==> src/rtl/assert_macros.svh <==
// Assertion macros used by the top level of the nearest delta-R match selector
`ifndef ASSERT_MACROS_SVH
`define ASSERT_MACROS_SVH

// Combinational property checked at every rising clock edge out of reset
`define ASSERT_ALWAYS(lbl, clk, rst_n, expr, msg) \
	lbl: assert property (@(posedge clk) disable iff (!rst_n) (expr)) else $error(msg);

// Same-cycle implication checked at every rising clock edge out of reset
`define ASSERT_IMPLIES(lbl, clk, rst_n, ante, cons, msg) \
	lbl: assert property (@(posedge clk) disable iff (!rst_n) (ante) |-> (cons)) else $error(msg);

`endif

==> src/rtl/ndrm_pkg.sv <==
// Types and constants shared by the nearest delta-R match selector
`default_nettype none

package ndrm_pkg;

	localparam int MAX_CANDIDATES = 64;
	localparam int CNT_W = $clog2(MAX_CANDIDATES + 1);

	localparam int ETA_W = 17;
	localparam int PHI_W = 16;
	localparam int IDX_W = 6;
	localparam int DIST_W = 35;
	localparam int CUT_W = 18;
	localparam int CUT2_W = 2 * CUT_W;
	localparam int EMAG_W = ETA_W + 1;
	localparam int PMAG_W = PHI_W + 1;
	localparam int ESQ_W = 2 * EMAG_W;
	localparam int PSQ_W = 2 * PMAG_W;

	localparam int IN_DATA_W = 72;
	localparam int OUT_DATA_W = 48;

	localparam logic [CUT_W-1:0] CUT_RESET = '1;
	localparam logic [CUT2_W-1:0] CUT2_RESET = CUT2_W'(CUT_RESET) * CUT2_W'(CUT_RESET);
	localparam logic [DIST_W-1:0] DIST_NONE = '1;

	typedef struct packed {
		logic [ETA_W-1:0] probe_eta;
		logic [PHI_W-1:0] probe_phi;
		logic [ETA_W-1:0] muon_eta;
		logic [PHI_W-1:0] muon_phi;
		logic             is_combined;
		logic             last_candidate;
	} cand_t;

	typedef struct packed {
		logic              valid;
		logic              combined;
		logic              last;
		logic [DIST_W-1:0] d2;
	} dist_item_t;

	typedef struct packed {
		logic              accepted;
		logic              match_found;
		logic [IDX_W-1:0]  best_index;
		logic [DIST_W-1:0] best_distance_sq;
	} result_t;

endpackage

`default_nettype wire

==> src/rtl/ndrm_dist.sv <==
// Input register and squared-distance pipeline (squares, then sum)
`default_nettype none

module ndrm_dist (
	input  wire                 clk,
	input  wire                 arst_n,
	input  wire                 in_valid,
	output logic                in_ready,
	input  ndrm_pkg::cand_t     in_cand,
	input  wire                 take,
	output ndrm_pkg::dist_item_t item
);

	logic                           v_s1, v_s2, v_s3;
	ndrm_pkg::cand_t                cand_s1;
	logic [ndrm_pkg::ESQ_W-1:0]     esq_s2;
	logic [ndrm_pkg::PSQ_W-1:0]     psq_s2;
	logic                           comb_s2, last_s2;
	logic                           comb_s3, last_s3;
	logic [ndrm_pkg::DIST_W-1:0]    d2_s3;

	logic                           adv1, adv2, adv3;
	logic [ndrm_pkg::EMAG_W-1:0]    deta, emag;
	logic [ndrm_pkg::PHI_W-1:0]     dphi;
	logic [ndrm_pkg::PMAG_W-1:0]    dphi_x, pmag;
	logic [ndrm_pkg::ESQ_W-1:0]     sum;

	assign adv3 = !v_s3 || take;
	assign adv2 = !v_s2 || adv3;
	assign adv1 = !v_s1 || adv2;
	assign in_ready = adv1;

	// eta difference on one extra bit, phi difference wraps on 16 bits
	always_comb begin
		deta = {cand_s1.muon_eta[ndrm_pkg::ETA_W-1], cand_s1.muon_eta}
			- {cand_s1.probe_eta[ndrm_pkg::ETA_W-1], cand_s1.probe_eta};
		emag = deta[ndrm_pkg::EMAG_W-1] ? -deta : deta;
		dphi = cand_s1.muon_phi - cand_s1.probe_phi;
		dphi_x = {dphi[ndrm_pkg::PHI_W-1], dphi};
		pmag = dphi_x[ndrm_pkg::PMAG_W-1] ? -dphi_x : dphi_x;
		sum = esq_s2 + ndrm_pkg::ESQ_W'(psq_s2);
	end

	always_ff @(posedge clk or negedge arst_n) begin
		if (!arst_n) begin
			v_s1 <= 1'b0;
			v_s2 <= 1'b0;
			v_s3 <= 1'b0;
		end else begin
			if (adv1)
				v_s1 <= in_valid;
			if (adv2)
				v_s2 <= v_s1;
			if (adv3)
				v_s3 <= v_s2;
		end
	end

	always_ff @(posedge clk) begin
		if (adv1 && in_valid)
			cand_s1 <= in_cand;
		if (adv2 && v_s1) begin
			esq_s2  <= emag * emag;
			psq_s2  <= pmag * pmag;
			comb_s2 <= cand_s1.is_combined;
			last_s2 <= cand_s1.last_candidate;
		end
		if (adv3 && v_s2) begin
			d2_s3   <= sum[ndrm_pkg::DIST_W-1:0];
			comb_s3 <= comb_s2;
			last_s3 <= last_s2;
		end
	end

	assign item.valid    = v_s3;
	assign item.combined = comb_s3;
	assign item.last     = last_s3;
	assign item.d2       = d2_s3;

endmodule

`default_nettype wire

==> src/rtl/ndrm_acc.sv <==
// Running minimum over a candidate list and the result register
`default_nettype none

module ndrm_acc (
	input  wire                         clk,
	input  wire                         arst_n,
	input  ndrm_pkg::dist_item_t        item,
	input  wire [ndrm_pkg::CUT2_W-1:0]  cut2,
	output logic                        take,
	output logic                        res_valid,
	input  wire                         res_ready,
	output ndrm_pkg::result_t           res
);

	logic [ndrm_pkg::DIST_W-1:0] min_q;
	logic [ndrm_pkg::IDX_W-1:0]  idx_q;
	logic [ndrm_pkg::CNT_W-1:0]  cnt_q;
	logic                        have_q;
	logic                        res_valid_q;
	ndrm_pkg::result_t           res_q;

	logic                        res_free, in_range, better, new_have, acc;
	logic [ndrm_pkg::DIST_W-1:0] new_min;
	logic [ndrm_pkg::IDX_W-1:0]  new_idx;

	always_comb begin
		res_free = !res_valid_q || res_ready;
		take     = item.valid && (!item.last || res_free);
		in_range = cnt_q < ndrm_pkg::CNT_W'(ndrm_pkg::MAX_CANDIDATES);
		better   = item.combined && in_range && (item.d2 < min_q);
		new_min  = better ? item.d2 : min_q;
		new_idx  = better ? ndrm_pkg::IDX_W'(cnt_q) : idx_q;
		new_have = have_q || better;
		// both cut compares run alongside the minimum compare
		acc = better ? (ndrm_pkg::CUT2_W'(item.d2) <= cut2)
			: (have_q && (ndrm_pkg::CUT2_W'(min_q) <= cut2));
	end

	always_ff @(posedge clk or negedge arst_n) begin
		if (!arst_n) begin
			min_q       <= ndrm_pkg::DIST_NONE;
			idx_q       <= '0;
			cnt_q       <= '0;
			have_q      <= 1'b0;
			res_valid_q <= 1'b0;
		end else begin
			if (take && item.last)
				res_valid_q <= 1'b1;
			else if (res_ready)
				res_valid_q <= 1'b0;
			if (take) begin
				if (item.last) begin
					min_q  <= ndrm_pkg::DIST_NONE;
					idx_q  <= '0;
					cnt_q  <= '0;
					have_q <= 1'b0;
				end else begin
					min_q  <= new_min;
					idx_q  <= new_idx;
					have_q <= new_have;
					if (in_range)
						cnt_q <= cnt_q + 1'b1;
				end
			end
		end
	end

	always_ff @(posedge clk) begin
		if (take && item.last) begin
			res_q.accepted         <= acc;
			res_q.match_found      <= new_have;
			res_q.best_index       <= new_have ? new_idx : '0;
			res_q.best_distance_sq <= new_have ? new_min : ndrm_pkg::DIST_NONE;
		end
	end

	assign res_valid = res_valid_q;
	assign res       = res_q;

endmodule

`default_nettype wire

==> src/rtl/nearest_delta_r_match_select_core.sv <==
// Top level of the nearest delta-R match selector
//
//  channel  dir  handshake          payload
//  s_       in   s_tvalid/s_tready  s_tdata, s_tuser (is_combined), s_tlast (last_candidate)
//  m_       out  m_tvalid/m_tready  m_tdata, one request per closed list
//  cfg_     in   cfg_valid/cfg_ready cfg_data = delta_r_cut
//
// One candidate per cycle sustained unless a list-closing request meets a result still held on m_; a result
// is offered on m_ after the input register, squares, sum, minimum and result register.
// arst_n clears the pipeline and result valids and sets the running minimum and delta_r_cut to all ones.
// s_tready drops only when a list-closing request meets a result still held on m_.
// The squared cut is registered from the registered delta_r_cut after a configuration write.
`default_nettype none

module nearest_delta_r_match_select_core (
	input  wire                                clk,
	input  wire                                arst_n,
	input  wire                                s_tvalid,
	output logic                               s_tready,
	// [16:0] probe_eta, [32:17] probe_phi, [49:33] muon_eta, [65:50] muon_phi, rest zero
	input  wire  [ndrm_pkg::IN_DATA_W-1:0]     s_tdata,
	// [0] is_combined
	input  wire  [0:0]                         s_tuser,
	input  wire                                s_tlast,
	output logic                               m_tvalid,
	input  wire                                m_tready,
	// [0] accepted, [1] match_found, [7:2] best_index, [42:8] best_distance_sq, rest zero
	output logic [ndrm_pkg::OUT_DATA_W-1:0]    m_tdata,
	input  wire                                cfg_valid,
	output logic                               cfg_ready,
	input  wire  [ndrm_pkg::CUT_W-1:0]         cfg_data
);

	`include "assert_macros.svh"

	logic [ndrm_pkg::CUT_W-1:0]  cut_q;
	logic [ndrm_pkg::CUT2_W-1:0] cut2_q;
	ndrm_pkg::cand_t             cand;
	ndrm_pkg::dist_item_t        item;
	ndrm_pkg::result_t           res;
	logic                        take;

	assign cfg_ready = 1'b1;

	always_ff @(posedge clk or negedge arst_n) begin
		if (!arst_n) begin
			cut_q  <= ndrm_pkg::CUT_RESET;
			cut2_q <= ndrm_pkg::CUT2_RESET;
		end else begin
			if (cfg_valid && cfg_ready)
				cut_q <= cfg_data;
			cut2_q <= cut_q * cut_q;
		end
	end

	always_comb begin
		cand.probe_eta      = s_tdata[16:0];
		cand.probe_phi      = s_tdata[32:17];
		cand.muon_eta       = s_tdata[49:33];
		cand.muon_phi       = s_tdata[65:50];
		cand.is_combined    = s_tuser[0];
		cand.last_candidate = s_tlast;
	end

	ndrm_dist u_dist (
		.clk      (clk),
		.arst_n   (arst_n),
		.in_valid (s_tvalid),
		.in_ready (s_tready),
		.in_cand  (cand),
		.take     (take),
		.item     (item)
	);

	ndrm_acc u_acc (
		.clk       (clk),
		.arst_n    (arst_n),
		.item      (item),
		.cut2      (cut2_q),
		.take      (take),
		.res_valid (m_tvalid),
		.res_ready (m_tready),
		.res       (res)
	);

	assign m_tdata = {5'd0, res.best_distance_sq, res.best_index, res.match_found, res.accepted};

	`ASSERT_IMPLIES(a_stall_cause, clk, arst_n, !s_tready, m_tvalid && !m_tready,
		"input stalled without a held result")
	`ASSERT_IMPLIES(a_acc_needs_match, clk, arst_n, m_tvalid && res.accepted, res.match_found,
		"accepted without a match")
	`ASSERT_IMPLIES(a_no_match_fields, clk, arst_n, m_tvalid && !res.match_found,
		(res.best_index == '0) && (res.best_distance_sq == ndrm_pkg::DIST_NONE),
		"empty result fields not cleared")

endmodule

`default_nettype wire

==> config.mk <==
export PLATFORM = sky130hd
export DESIGN_NAME = nearest_delta_r_match_select_core
export DESIGN_NICKNAME = d
export VERILOG_FILES = /design/src/rtl/ndrm_pkg.sv /design/src/rtl/ndrm_dist.sv /design/src/rtl/ndrm_acc.sv /design/src/rtl/nearest_delta_r_match_select_core.sv
export VERILOG_INCLUDE_DIRS = /design/src /design/src/rtl
export SDC_FILE = /design/constraint.sdc
export NUM_CORES = 2
export LEC_CHECK = 0
export ABC_AREA = 1
export CORE_ASPECT_RATIO = 1.2
export CORE_MARGIN = 3
export CORE_UTILIZATION = 34
export DETAILED_ROUTE_END_ITERATION = 7
export DONT_BUFFER_PORTS = 1
export GPL_TIMING_DRIVEN = 0
export SETUP_SLACK_MARGIN = 0.1
export SYNTH_ARGS = -nofsm -noshare
export SYNTH_HDL_FRONTEND = slang
export SYNTH_SLANG_ARGS = --single-unit
==> constraint.sdc <==
create_clock -name clk -period 7.7 [get_ports clk]
set_clock_uncertainty 0.1 [all_clocks]
set_input_delay 0.77 -clock clk [delete_from_list [all_inputs] [get_ports clk]]
set_output_delay 0.77 -clock clk [all_outputs]
set_load 0.01 [all_outputs]
==> results by group <==
Synth
  – Cells after Synth: 5059
  – Top FF cell, synth: edfxtp_1
  – Yosys warning total: 0
  – Seq/Total Area, Yosys: 20.92%
  – Post-synth cell types: 63
  – Avg Inst Size Synth: 8.747 sq um
  – Number of flops mapped to enable cells by yosys: 217
  – Post-Syn Area: 0.04425 sq mm
  – Post-synth ARST share: 32.82%
  – Synthesis-stage register bit count: 323

Critical path
  – Critical path class: flip-flop to flip-flop
  – CP required: 7950 ps
  – CP Launch Point: u_dist.cand_s1[51]
  – CP startpoint kind: flip-flop
  – Critical Path Slowest Stage Cell: fa_2
  – Critical path fanouts, max: 4
  – Critical Path Max Stage Delay: 570 ps
  – Setup crit end kind: flip-flop
  – Crit path arrival time: 8040 ps
  – RR Startpoint: u_dist.cand_s1[51]
  – R2r setup slk: -90 ps
  – Most used cell, CP: inv_2

Finish
  – Layout cell share with drive strength beyond 1: 16.60%
  – Synth-to-Final Area Change: 17.43%
  – Register area: 0.009258 sq mm
  – Antenna fix cells: 0
  – Nets: 6554
  – Multi-input logic area: 0.03171 sq mm
  – Commonest non-fill, non-tap cell in the layout: inv_1
  – Non-filler cells, final: 7048
  – Fillers: 12580
  – Most frequent cells in the layout: inv_1 (1272), nand2_1 (700), fa_1 (606), ha_1 (438), nor2_1 (262)

Timing
  – Setup-failing EPs final: 2
  – Max frequency: 128.3 MHz
  – Tightest Pin Transition: 799.8 ps
  – Final period util: 101.2%
  – Hold Vio Cnt, Final: 0
  – Slew HR: 46.68%
  – Slew Limit Fails: 0
  – Min Tclk post-route: 7793 ps
  – RSZ-0062 raised after global routing: true
  – Final worst slack: -93.16 ps

Clock network
  – Clock slew at reported path FFs: 60 ps
  – CTS buffer count: 40
  – Clock Tree Buf Depth: 3
  – Max H-tree Level: 2
  – CTS tree: built
  – Clock latency on the worst-skew pair: 600 ps
  – Clock sink count: 323
  – CTS Root Cell: clkbuf_16

Floorplan
  – Die Width: 335.3 um
  – # rows: 144
  – Core Region: 0.1288 sq mm
  – I/O Pins: 148
  – Starting Density: 34.35%
  – Die Ht: 401.2 um
  – Die area: 0.1345 sq mm

Status
  – Outcome: finished with violations
  – Failing checks: setup timing

Min path
  – Hold Crit Class: input pin to async pin

Global route
  – All-Layer GR Usage: 16.66%
  – First-pass GRT wire length: 179.6 mm
  – Pin count of the biggest net entering global routing: 107
  – Antenna violations before repair: 1
  – Grt ovf: 0
  – Vias in the first global route: 35160

Placed design
  – Routability cong.: 0.9158
  – Post-placement cell count: 6795
  – I/O Buffers: 0
  – HPWL after DPL: 91.33 mm

Drt
  – DR WL/cell: 15.85 um
  – Iteration-0 DRC Markers: 1402
  – Routed via count: 33400
  – DRC: 0
  – 1st-pass router iterations: 5
  – Final ANT Viol Nets: 0
  – Routed wire length: 111.7 mm
  – Via-to-Cell Ratio: 4.739

Run
  – Max-cap violation count: 0
## cell families (layout without fill, tap and decap cells)
kind of cell | after synthesis | count (layout) | synth area share [%]
simple gates | 1522 | 1523 | 14.85
compound gates | 470 | 470 | 5.856
mux | 7 | 7 | 0.1781
other cells | 2 | 54 | 0.01697
buf+inv | 1466 | 1723 | 12.73
xor+xnor | 150 | 150 | 3.121
flops | 323 | 323 | 20.92
fa+ha+maj | 1119 | 1119 | 42.33
## path summary, 6_finish.rpt
kind / endpoint / cells after the start
max: u_dist.esq_s2[32] / 41
min reg2reg: cut2_q[0] / 0
max reg2reg: u_dist.esq_s2[32] / 41
min in group clk: u_dist.cand_s1[0] / 0
max in group asynchronous: u_acc.cnt_q[3] / 1
min: cut2_q[4] / 1
## cell type report
type                    count  share of cell area, %
inverters                1365                  10.05
clock inverters            20                 0.4888
clock buffers              53                  2.157
plain buffers              94                  1.189
well taps                1679                  4.042
flip-flops and latches    323                  17.81
multi-input cells        3323                  61.03
repair buffers            191                  3.231
## through the flow
| step | utilization [%] | cell area [sq um] | hold WS (ps) | setup TNS (ps) | setup WS [ps] |
|---|---|---|---|---|---|
| 2_1_floorplan | - | 44450 | 253.3 | 0 | 129.6 |
| 3_3_place_gp | 36.14 | 46550 | 285.6 | -17860 | -967.9 |
| 3_5_place_dp | 36.23 | 46670 | 285.3 | -19960 | -1016 |
| 4_1_cts | 38.87 | 50070 | 33.62 | -253.7 | -97.75 |
| 5_1_grt | 40.34 | 51970 | 64.41 | -4172 | -326.3 |
| 6_report | 40.34 | 51970 | 33.91 | -138.4 | -93.16 |
## Yosys cell counts (7+ instances only)
cell type	count	area, sq um
nor2_1	311	1167
dfstp_2	71	1866
nor4_1	10	62.56
nand2_2	22	137.6
ha_1	489	6118
inv_2	26	97.59
nor3_1	33	165.2
a21oi_1	220	1101
dfrtp_1	35	875.8
a21o_1	15	112.6
o21bai_1	10	75.07
inv_1	1337	5019
nand4_1	87	544.3
buf_2	13	65.06
edfxtp_1	217	6516
buf_6	8	90.09
xnor2_1	52	455.4
nand2_1	803	3014
clkbuf_1	58	217.7
o21a_1	9	67.56
mux2_2	7	78.83
nor2_2	27	168.9
xor2_1	92	805.8
a31oi_1	13	81.33
nand3b_1	7	52.55
o21ai_0	156	780.8
buf_4	14	105.1
fa_1	630	12610
o211ai_1	9	67.56
nand3_1	189	945.9
buf_1	8	30.03
## registers in the layout (all words and copies together) (netlist names), 18 cells and up
register	count
u_dist.esq_s2	34
u_dist.psq_s2	33
u_acc.res	43
cut2_q	35
u_dist.d2_s3	35
u_acc.min_q	35
u_dist.cand_s1	68
cut_q	18
## routing by layer
| layer | up-vias | part of all wire (%) | global-route usage (%) |
|---|---|---|---|
| met2 | 769 | 53 | 31.18 |
| met5 | - | 0 | 0 |
| met4 | 0 | 3.2 | 4.993 |
| met1 | 16400 | 40 | 19.78 |
| met3 | 187 | 4.3 | 1.921 |
| li1 | 16040 | - | - |
## what timing repair did
| item | 4_1_cts | 5_1_grt |
|---|---|---|
| endpoints found under the hold margin | 106 | 0 |
| buffers inserted | 98 | 86 |
| endpoints found under the setup margin | 40 | 42 |
| hold buffers | 1 | 0 |
| pin swaps | 132 | 213 |
| gates resized for setup | 331 | 311 |
| gates cloned | 0 | 1 |
## worst max-delay path, delay by kind of cell (launching register included)
family                     cells  cell delay, ps
buffers and inverters         11             660
adders and majority gates     10            4320
and+or+nand+nor               19            1890
AOI/OAI and AO/OA              1             130
DFF                            1             420
Power is not shown: default switching activity piles up to over one toggle a cycle in this logic, so the estimate is an artifact.
